## src/rtl/core/lfsd_pkg.sv

```systemverilog
// Shared types and constants of the lidar frame sample decoder.
package lfsd_pkg;

  localparam logic [7:0]  SYNC_A      = 8'hAA;
  localparam logic [7:0]  SYNC_B      = 8'h55;
  localparam logic [15:0] FULL_TURN   = 16'd23040;
  localparam logic [7:0]  MAX_SAMPLES = 8'd32;

  localparam logic [3:0] HDR_FIRST = 4'd2;
  localparam logic [3:0] HDR_MODE  = 4'd2;
  localparam logic [3:0] HDR_COUNT = 4'd3;
  localparam logic [3:0] HDR_FSA_L = 4'd4;
  localparam logic [3:0] HDR_FSA_H = 4'd5;
  localparam logic [3:0] HDR_LSA_L = 4'd6;
  localparam logic [3:0] HDR_LSA_H = 4'd7;
  localparam logic [3:0] HDR_LAST  = 4'd9;

  localparam int unsigned ANGLE_W     = 15;
  localparam int unsigned ANGLE_INT_W = 32;
  localparam int unsigned DIST_W      = 14;
  localparam int unsigned CFG_IDX_W   = 2;
  localparam int unsigned CFG_DATA_W  = 14;

  localparam logic [CFG_IDX_W-1:0] CFG_MIN_DIST  = 2'd0;
  localparam logic [CFG_IDX_W-1:0] CFG_MAX_DIST  = 2'd1;
  localparam logic [CFG_IDX_W-1:0] CFG_CONF_THR  = 2'd2;

  typedef struct packed {
    logic [7:0] rx_byte;
  } in_item_t;

  typedef struct packed {
    logic [DIST_W-1:0]  range_mm;
    logic [7:0]         intensity;
    logic [ANGLE_W-1:0] angle_64ths;
    logic               accepted;
    logic [4:0]         sample_index;
    logic               last_of_packet;
    logic               revolution_end;
  } out_item_t;

endpackage

```

## src/rtl/core/lfsd_stream_if.sv

```systemverilog
// Valid/ready stream channel carrying one payload item per transaction.
interface lfsd_stream_if #(
  parameter type payload_t = logic
) ();
  logic     valid;
  logic     ready;
  payload_t data;

  modport source (output valid, output data, input ready);
  modport sink (input valid, input data, output ready);
endinterface

```

## src/rtl/core/lfsd_divider.sv

```systemverilog
// Restoring radix-2 divider producing the angle step one quotient bit per cycle.
module lfsd_divider #(
  parameter int unsigned DivW = 48
) (
  input  logic            clk_i,
  input  logic            rst_ni,
  input  logic            start_i,
  input  logic [DivW-1:0] dividend_i,
  input  logic [7:0]      divisor_i,
  output logic            done_o,
  output logic [DivW-1:0] quot_o
);

  localparam int unsigned CntW = $clog2(DivW + 1);

  logic [DivW-1:0] quot_q, quot_d;
  logic [7:0]      rem_q, rem_d;
  logic [7:0]      dsr_q;
  logic [CntW-1:0] cnt_q, cnt_d;
  logic            busy_q, busy_d;
  logic            done_q, done_d;
  logic [8:0]      trial;
  logic            fits;

  always_comb begin
    trial  = {rem_q, quot_q[DivW-1]};
    fits   = trial >= {1'b0, dsr_q};
    quot_d = quot_q;
    rem_d  = rem_q;
    cnt_d  = cnt_q;
    busy_d = busy_q;
    done_d = 1'b0;
    if (start_i) begin
      quot_d = dividend_i;
      rem_d  = '0;
      cnt_d  = CntW'(DivW);
      busy_d = 1'b1;
    end else if (busy_q) begin
      quot_d = {quot_q[DivW-2:0], fits};
      rem_d  = fits ? 8'(trial - {1'b0, dsr_q}) : trial[7:0];
      cnt_d  = cnt_q - CntW'(1);
      if (cnt_q == CntW'(1)) begin
        busy_d = 1'b0;
        done_d = 1'b1;
      end
    end
  end

  always_ff @(posedge clk_i or negedge rst_ni) begin
    if (!rst_ni) begin
      cnt_q  <= '0;
      busy_q <= 1'b0;
      done_q <= 1'b0;
    end else begin
      cnt_q  <= cnt_d;
      busy_q <= busy_d;
      done_q <= done_d;
    end
  end

  always_ff @(posedge clk_i) begin
    quot_q <= quot_d;
    rem_q  <= rem_d;
    if (start_i) begin
      dsr_q <= divisor_i;
    end
  end

  assign done_o = done_q;
  assign quot_o = quot_q;

endmodule

```

## src/rtl/core/lidar_frame_sample_decoder.sv

```systemverilog
// Top level of the lidar frame sample decoder: byte parser, sample decode and output register.
//
// Usage: in_i carries one received serial byte per transaction (rx_byte). The decoder
// hunts for the sync pair 0xAA 0x55, collects the 10-byte packet header and then decodes
// count samples of three bytes each. After the third byte of a sample one transaction
// leaves on out_o with distance, intensity, interpolated angle, accept flag, sample
// index and end-of-packet / end-of-revolution marks. Header and sync bytes give no result.
// Latency: a result is valid in the cycle after its third sample byte is accepted.
// Throughput: one byte per cycle, except after the last header byte of a packet with
// more than one sample: the angle step divider then runs 32 + AngleFracBits steps, one
// quotient bit per cycle, and in_i.ready stays low until the divider is done.
// The single output register holds a result until it is taken; while it is full and
// out_o.ready is low, in_i.ready is low as well.
// The configuration port (cfg_we_i, cfg_idx_i, cfg_data_i) writes minimum distance,
// maximum distance and intensity threshold; write it only while the decoder is idle.
// Reset (rst_ni, asynchronous, active low) returns the parser to sync hunt, empties the
// output register and loads the register defaults 0, 16383 and 5. No clearing pass.
module lidar_frame_sample_decoder #(
  parameter int unsigned AngleFracBits = 16
) (
  input  logic                                   clk_i,
  input  logic                                   rst_ni,
  input  logic                                   cfg_we_i,
  input  logic [lfsd_pkg::CFG_IDX_W-1:0]         cfg_idx_i,
  input  logic [lfsd_pkg::CFG_DATA_W-1:0]        cfg_data_i,
  lfsd_stream_if.sink                            in_i,
  lfsd_stream_if.source                          out_o
);

  localparam int unsigned IntW = lfsd_pkg::ANGLE_INT_W;
  localparam int unsigned DivW = IntW + AngleFracBits;
  localparam int unsigned AccW = IntW + AngleFracBits;

  typedef enum logic [2:0] {
    ST_WAIT1,
    ST_WAIT2,
    ST_HEADER,
    ST_DIVIDE,
    ST_SAMPLES
  } state_e;

  state_e state_q, state_d;

  logic [lfsd_pkg::DIST_W-1:0] min_dist_q, min_dist_d;
  logic [lfsd_pkg::DIST_W-1:0] max_dist_q, max_dist_d;
  logic [7:0]                  conf_thr_q, conf_thr_d;

  logic [3:0]      byte_cnt_q, byte_cnt_d;
  logic [1:0]      phase_q, phase_d;
  logic [7:0]      cur_q, cur_d;
  logic [AccW-1:0] acc_q, acc_d;
  logic [DivW-1:0] inc_q, inc_d;
  logic            out_valid_q, out_valid_d;
  lfsd_pkg::out_item_t out_data_q, out_data_d;

  logic [7:0]  hdr_mode_q;
  logic [7:0]  hdr_count_q;
  logic [15:0] hdr_fsa_q;
  logic [15:0] hdr_lsa_q;
  logic [7:0]  lo_q;
  logic [7:0]  mid_q;

  logic            in_ready;
  logic            in_acc;
  logic            out_fire;
  logic [7:0]      rx;
  logic [14:0]     fsa;
  logic [14:0]     lsa;
  logic [15:0]     lsa_adj;
  logic [IntW-1:0] diff;
  logic            count_ok;
  logic            div_start;
  logic            div_done;
  logic [DivW-1:0] div_quot;

  logic [lfsd_pkg::DIST_W-1:0] smp_range;
  logic [7:0]                  inten;
  logic [IntW-1:0]             ang_int;
  logic [IntW-1:0]             ang_wrap;
  logic                        last;

  assign in_ready = (state_q != ST_DIVIDE) && (!out_valid_q || out_o.ready);
  assign in_acc   = in_i.valid && in_ready;
  assign out_fire = out_valid_q && out_o.ready;
  assign rx       = in_i.data.rx_byte;

  assign in_i.ready  = in_ready;
  assign out_o.valid = out_valid_q;
  assign out_o.data  = out_data_q;

  assign fsa     = hdr_fsa_q[15:1];
  assign lsa     = hdr_lsa_q[15:1];
  assign lsa_adj = (lsa < fsa) ? ({1'b0, lsa} + lfsd_pkg::FULL_TURN) : {1'b0, lsa};
  assign diff    = IntW'(lsa_adj) - IntW'(fsa);
  assign count_ok = (hdr_count_q != 8'd0) && (hdr_count_q <= lfsd_pkg::MAX_SAMPLES);
  assign div_start = in_acc && (state_q == ST_HEADER) && (byte_cnt_q == lfsd_pkg::HDR_LAST)
                     && count_ok && (hdr_count_q > 8'd1);

  assign smp_range = {rx, mid_q[7:2]};
  assign inten     = {mid_q[1:0], lo_q[7:2]};
  assign ang_int   = acc_q[AccW-1 -: IntW];
  assign ang_wrap  = (ang_int >= IntW'(lfsd_pkg::FULL_TURN))
                     ? (ang_int - IntW'(lfsd_pkg::FULL_TURN)) : ang_int;
  assign last      = ({1'b0, cur_q} + 9'd1) >= {1'b0, hdr_count_q};

  lfsd_divider #(
    .DivW(DivW)
  ) u_divider (
    .clk_i      (clk_i),
    .rst_ni     (rst_ni),
    .start_i    (div_start),
    .dividend_i ({diff, {AngleFracBits{1'b0}}}),
    .divisor_i  (hdr_count_q - 8'd1),
    .done_o     (div_done),
    .quot_o     (div_quot)
  );

  always_comb begin
    state_d     = state_q;
    min_dist_d  = min_dist_q;
    max_dist_d  = max_dist_q;
    conf_thr_d  = conf_thr_q;
    byte_cnt_d  = byte_cnt_q;
    phase_d     = phase_q;
    cur_d       = cur_q;
    acc_d       = acc_q;
    inc_d       = inc_q;
    out_valid_d = out_valid_q && !out_fire;
    out_data_d  = out_data_q;

    if (cfg_we_i) begin
      case (cfg_idx_i)
        lfsd_pkg::CFG_MIN_DIST: min_dist_d = cfg_data_i;
        lfsd_pkg::CFG_MAX_DIST: max_dist_d = cfg_data_i;
        lfsd_pkg::CFG_CONF_THR: conf_thr_d = cfg_data_i[7:0];
        default: ;
      endcase
    end

    case (state_q)
      ST_WAIT1: begin
        if (in_acc && rx == lfsd_pkg::SYNC_A) begin
          state_d = ST_WAIT2;
        end
      end
      ST_WAIT2: begin
        if (in_acc) begin
          if (rx == lfsd_pkg::SYNC_B) begin
            state_d    = ST_HEADER;
            byte_cnt_d = lfsd_pkg::HDR_FIRST;
          end else if (rx != lfsd_pkg::SYNC_A) begin
            state_d = ST_WAIT1;
          end
        end
      end
      ST_HEADER: begin
        if (in_acc) begin
          byte_cnt_d = byte_cnt_q + 4'd1;
          if (byte_cnt_q == lfsd_pkg::HDR_LAST) begin
            if (!count_ok) begin
              state_d = ST_WAIT1;
            end else begin
              acc_d   = AccW'({fsa, {AngleFracBits{1'b0}}});
              cur_d   = 8'd0;
              phase_d = 2'd0;
              inc_d   = '0;
              state_d = (hdr_count_q > 8'd1) ? ST_DIVIDE : ST_SAMPLES;
            end
          end
        end
      end
      ST_DIVIDE: begin
        if (div_done) begin
          inc_d   = div_quot;
          state_d = ST_SAMPLES;
        end
      end
      ST_SAMPLES: begin
        if (in_acc) begin
          if (phase_q != 2'd2) begin
            phase_d = phase_q + 2'd1;
          end else begin
            phase_d                   = 2'd0;
            out_valid_d               = 1'b1;
            out_data_d.range_mm       = smp_range;
            out_data_d.intensity      = inten;
            out_data_d.angle_64ths    = ang_wrap[lfsd_pkg::ANGLE_W-1:0];
            out_data_d.accepted       = (smp_range >= min_dist_q) && (smp_range <= max_dist_q)
                                        && (inten >= conf_thr_q);
            out_data_d.sample_index   = cur_q[4:0];
            out_data_d.last_of_packet = last;
            out_data_d.revolution_end = last && !hdr_mode_q[0];
            acc_d                     = acc_q + AccW'(inc_q);
            cur_d                     = cur_q + 8'd1;
            if (last) begin
              state_d = ST_WAIT1;
            end
          end
        end
      end
      default: state_d = ST_WAIT1;
    endcase
  end

  always_ff @(posedge clk_i or negedge rst_ni) begin
    if (!rst_ni) begin
      state_q     <= ST_WAIT1;
      min_dist_q  <= '0;
      max_dist_q  <= '1;
      conf_thr_q  <= 8'd5;
      byte_cnt_q  <= '0;
      phase_q     <= '0;
      cur_q       <= '0;
      acc_q       <= '0;
      inc_q       <= '0;
      out_valid_q <= 1'b0;
      out_data_q  <= '0;
    end else begin
      state_q     <= state_d;
      min_dist_q  <= min_dist_d;
      max_dist_q  <= max_dist_d;
      conf_thr_q  <= conf_thr_d;
      byte_cnt_q  <= byte_cnt_d;
      phase_q     <= phase_d;
      cur_q       <= cur_d;
      acc_q       <= acc_d;
      inc_q       <= inc_d;
      out_valid_q <= out_valid_d;
      out_data_q  <= out_data_d;
    end
  end

  always_ff @(posedge clk_i) begin
    if (in_acc && state_q == ST_HEADER) begin
      case (byte_cnt_q)
        lfsd_pkg::HDR_MODE:  hdr_mode_q       <= rx;
        lfsd_pkg::HDR_COUNT: hdr_count_q      <= rx;
        lfsd_pkg::HDR_FSA_L: hdr_fsa_q[7:0]   <= rx;
        lfsd_pkg::HDR_FSA_H: hdr_fsa_q[15:8]  <= rx;
        lfsd_pkg::HDR_LSA_L: hdr_lsa_q[7:0]   <= rx;
        lfsd_pkg::HDR_LSA_H: hdr_lsa_q[15:8]  <= rx;
        default: ;
      endcase
    end
    if (in_acc && state_q == ST_SAMPLES) begin
      if (phase_q == 2'd0) begin
        lo_q <= rx;
      end
      if (phase_q == 2'd1) begin
        mid_q <= rx;
      end
    end
  end

endmodule

```

## src/flat_wrapper.sv

```systemverilog
// flat-port wrapper written by rule: the top's interface ports become plain ports
module lidar_frame_sample_decoder_flat 
#(
  parameter int unsigned AngleFracBits = 16
)
  (clk_i, rst_ni, cfg_we_i, cfg_idx_i, cfg_data_i, in_i_valid, in_i_data, in_i_ready, out_o_valid, out_o_data, out_o_ready);
  lfsd_stream_if #(.payload_t(lfsd_pkg::in_item_t)) in_i_i ();
  lfsd_stream_if #(.payload_t(lfsd_pkg::out_item_t)) out_o_i ();
  input  logic clk_i;
  input  logic rst_ni;
  input  logic cfg_we_i;
  input  logic [lfsd_pkg::CFG_IDX_W-1:0] cfg_idx_i;
  input  logic [lfsd_pkg::CFG_DATA_W-1:0] cfg_data_i;
  input wire logic [$bits(in_i_i.valid)-1:0] in_i_valid;
  input wire logic [$bits(in_i_i.data)-1:0] in_i_data;
  output wire logic [$bits(in_i_i.ready)-1:0] in_i_ready;
  output wire logic [$bits(out_o_i.valid)-1:0] out_o_valid;
  output wire logic [$bits(out_o_i.data)-1:0] out_o_data;
  input wire logic [$bits(out_o_i.ready)-1:0] out_o_ready;
  assign in_i_i.valid = in_i_valid;
  assign in_i_i.data = in_i_data;
  assign in_i_ready = in_i_i.ready;
  assign out_o_valid = out_o_i.valid;
  assign out_o_data = out_o_i.data;
  assign out_o_i.ready = out_o_ready;
  lidar_frame_sample_decoder #(.AngleFracBits(AngleFracBits)) u_core (.clk_i(clk_i), .rst_ni(rst_ni), .cfg_we_i(cfg_we_i), .cfg_idx_i(cfg_idx_i), .cfg_data_i(cfg_data_i), .in_i(in_i_i), .out_o(out_o_i));
endmodule
```

## config.mk

```make
export PLATFORM = sky130hd
export DESIGN_NAME = lidar_frame_sample_decoder_flat
export DESIGN_NICKNAME = d
export VERILOG_FILES = /design/src/rtl/core/lfsd_pkg.sv /design/src/rtl/core/lfsd_stream_if.sv /design/src/rtl/core/lfsd_divider.sv /design/src/rtl/core/lidar_frame_sample_decoder.sv /design/src/flat_wrapper.sv
export SDC_FILE = /design/constraint.sdc
export NUM_CORES = 1
export LEC_CHECK = 0
export CORE_MARGIN = 3
export CORE_UTILIZATION = 62
export DETAILED_ROUTE_END_ITERATION = 8
export DONT_BUFFER_PORTS = 1
export PLACE_DENSITY = 0.83
export SETUP_SLACK_MARGIN = 0.05
export SLEW_MARGIN = 10
export SYNTH_ARGS = -nofsm -noshare
export SYNTH_HDL_FRONTEND = slang
export SYNTH_HIERARCHICAL = 1
export SYNTH_SLANG_ARGS = --single-unit
```

## constraint.sdc

```tcl
create_clock -name clk_i -period 10.1 [get_ports clk_i]
set_input_delay 2.02 -clock clk_i [delete_from_list [all_inputs] [get_ports clk_i]]
set_output_delay 2.02 -clock clk_i [all_outputs]
set_load 0.02 [all_outputs]
```

==> impl_metrics.py <==
metrics = {
    "layout": {
        "num-fill-cells": 2103,
        "n_antenna_cell": 0,
        "seq_area_um2": 8530,
        "postLayoutCoreUtil": 0.691,
        "final_cells": 2201,
        "area_growth_pct": 8.44,
        "layout.nets": 1959,
        "multi_input_area_um2": 8770,
        "finalInstanceArea_um2": 19400,
        "drive_above_1_share": 0.0976,
    },
    "clock_network": {
        "cts_tree": "built",
        "cts_setup_buffers": 0,
        "cts_buffers": 35,
        "cts.hold.buffers_added": 0,
        "cts_resized": 0,
        "insertion_delay_ns": 0.52,
        "clock-sinks": 320,
        "clockRootBuffer": "clkbuf_16",
        "clkTransAtPathRegs_ns": 0.06,
        "h-tree-depth": 2,
        "max-clock-path-buffers": 3,
    },
    "grt": {
        "antenna_found_initial": 0,
        "grtUsageTotal": 0.271,
        "overflow": 0,
        "grt_max_degree": 204,
        "grt_pass1_wl_um": 68800,
        "grt_pass1_vias": 13619,
    },
    "critical_path": {
        "cp_max_fo": 16,
        "start_kind": "flop",
        "worstPathBufferInverterCount": 1,
        "worstSetupPathType": "reg -> reg",
        "critPathArrivalTime_ns": 5.65,
        "critPathMaxStageDelay_ns": 0.85,
        "cp-end-kind": "flop",
        "cp_cell_sequence": "inv_1 -> ha_1 -> a21o_1 -> or3_1 -> o21a_1 -> o41ai_1 -> o21ai_0 -> a21oi_1 -> xor2_1 -> ha_1 -> nor3_1 -> o311ai_0 -> o211ai_1 -> o21ai_0 -> nor2b_1 -> nor2_1 -> nor2_1 -> mux2_2",
        "cp_top_family": "compound AO/OA/AOI/OAI gates",
        "required_ns": 10.48,
        "cp_slowest_cell": "nor2_1",
    },
    "yosys": {
        "synth_cell_types": 86,
        "synth_edf_count": 109,
        "ys_async_sr_fraction": 0.634,
        "syn_avg_cell_area_um2": 9.89,
        "synth_common_cells": "nand2_1 (326), dfrtp_1 (187), o21ai_0 (151)",
        "synth_top_cell_area_share": 0.262,
        "ys_seq_area_frac": 0.477,
        "ys_ff_latch": 320,
        "netlist_instances": 1808,
        "yosysMostFrequentCell": "nand2_1",
        "synth_top_area_cell": "dfrtp_1",
        "yosysWarnings": 6,
        "syn_area_um2": 17900,
        "yosys_most_used_dff": "dfrtp_1",
        "synth.area.top_cells": "dfrtp_1 (26%), edfxtp_1 (18%), ha_1 (9.2%), nand2_1 (6.8%), mux2_2 (4.5%)",
    },
    "timing": {
        "layout_setup_ws_ns": 4.82,
        "hold_viol": 0,
        "holdWs_ns": 0.446,
        "worst_pin_slew_ns": 1.17,
        "slew_viol_final": 0,
        "maxSlewHeadroom": 0.214,
        "max_freq_mhz": 189,
        "min_period_ns": 5.28,
        "rsz0062_at_grt": "no",
        "timing.setup.tns_ns": 0,
        "timing.final.crit_share": 0.523,
        "setup_violations": 0,
        "timing.clock.skew_ns": 0.0208,
    },
    "floorplan": {
        "start_util": 0.637,
        "pin_count": 76,
        "die_x_um": 176,
        "die-height_um": 176,
        "core_area_um2": 28100,
        "rows": 61,
        "dieArea_um2": 30900,
    },
    "placed_design": {
        "placed_area_um2": 18200,
        "gp_congestion": 0.942,
        "hpwlAfterDp_um": 27900,
        "place_inst": 2137,
        "io_buffers": 0,
        "post-place-ws_ns": 4.94,
    },
    "routing": {
        "drt_iter0_drc": 1235,
        "vias": 13610,
        "first_pass_iters": 7,
        "route.detailed.drc": 0,
        "drt-total-wl_um": 41400,
        "wl_per_cell_um": 18.8,
        "routed_via_density": 6.18,
        "antenna_left": 0,
    },
    "power_and_ir_drop": {
        "netSwitchingFraction": 0.266,
        "power.total_mw": 3.59,
        "p_seq_frac": 0.481,
        "pwr-share-clk": 0.365,
        "leakage_nw": 8.70,
        "internal_power_mw": 2.64,
        "p_per_area_nw_per_um2": 185,
        "combPwrFrac": 0.154,
        "peakVddDrop_uv": 149,
        "p_sw_mw": 0.956,
    },
    "worst_hold_path": {
        "hp-class": "reg -> reg",
    },
    "run_status": {
        "status": "complete, no violations",
    },
    "run": {
        "cap_violations": 0,
    },
}
[cell families after synthesis]
| group | count (synthesis) | synth area share |
|---|---|---|
| multiplexers | 80 | 0.0501 |
| XOR/XNOR | 78 | 0.0382 |
| adder cells (fa/ha/maj) | 134 | 0.0950 |
| flip-flops | 320 | 0.477 |
| buffers and inverters | 173 | 0.0376 |
| AND/OR/NAND/NOR | 595 | 0.150 |
| AO/OA/AOI/OAI | 427 | 0.152 |
| other | 1 | 0.000210 |
[path summary, 6_finish.rpt]
check,from,endpoint,slack [ns],cells after the start
max in group asynchronous,rst_ni,u_core/acc_q[42],8.57,0
min in group asynchronous,rst_ni,u_core/out_o.data[15],1.21,0
worst max-delay path,u_core/hdr_fsa_q[7],u_core/u_divider/quot_o[34],4.82,18
worst min register to register,u_core/hdr_mode_q[0],u_core/out_o.data[0],0.45,1
worst min-delay path,u_core/hdr_mode_q[0],u_core/out_o.data[0],0.45,1
worst max register to register,u_core/hdr_fsa_q[7],u_core/u_divider/quot_o[34],4.82,18
[state kept, by name (all words and copies together) (netlist names), 2 cells and up]
name,cells
u_core/byte_cnt_q,4
u_core/acc_q,48
u_core/u_divider/cnt_q,6
u_core/u_divider/rem_q,8
u_core/min_dist_q,14
u_core/phase_q,2
u_core/mid_q,8
u_core/max_dist_q,14
u_core/u_divider/dsr_q,8
u_core/u_divider/quot_o,48
u_core/cur_q,8
u_core/conf_thr_q,8
u_core/lo_q,6
u_core/hdr_lsa_q,15
u_core/inc_q,48
u_core/hdr_count_q,8
u_core/state_q,3
u_core/hdr_fsa_q,15
u_core/out_o.data,45
[placed cells by master, fill, tap and decap left out, drive strengths merged, types with 15 or more instances in the layout]
master,Yosys,routed
a21o,46,46
a21oi,88,88
a31oi,15,15
clkbuf,62,43
conb,1,16
dfrtp,187,187
dfstp,16,16
edfxtp,109,109
ha,131,131
inv,99,105
mux2,73,73
nand2,328,328
nand2b,20,20
nand3,24,24
nand4,20,20
nor2,93,93
nor3,22,22
o21ai,154,154
xnor2,48,48
xor2,30,30
[area by class of cell]
| type | count | area share |
|---|---|---|
| Multi-Input combinational cell | 1330 | 0.452 |
| Sequential cell | 320 | 0.440 |
| Clock buffer | 43 | 0.0477 |
| Tap cell | 378 | 0.0244 |
| Inverter | 101 | 0.0195 |
| Clock inverter | 21 | 0.0132 |
| Timing Repair Buffer | 8 | 0.00310 |
[per-layer routing]
layer	vias up	share of wire	GRT usage
li1	6392	-	-
met1	6616	0.42	0.361
met2	501	0.48	0.454
met3	101	0.067	0.0458
met4	0	0.032	0.0930
met5	-	0	0
[power groups by stage]
stage          Clock, mW  Sequential [mW]  Combinational, mW
2_1_floorplan          0             1.68              0.455
3_3_place_gp           0             1.74              0.501
3_5_place_dp           0             1.75              0.535
4_1_cts             1.34             1.72              0.546
5_1_grt             1.39             1.75              0.619
6_report            1.31             1.73              0.552
Note: power is estimated with default switching activity, not from simulation.
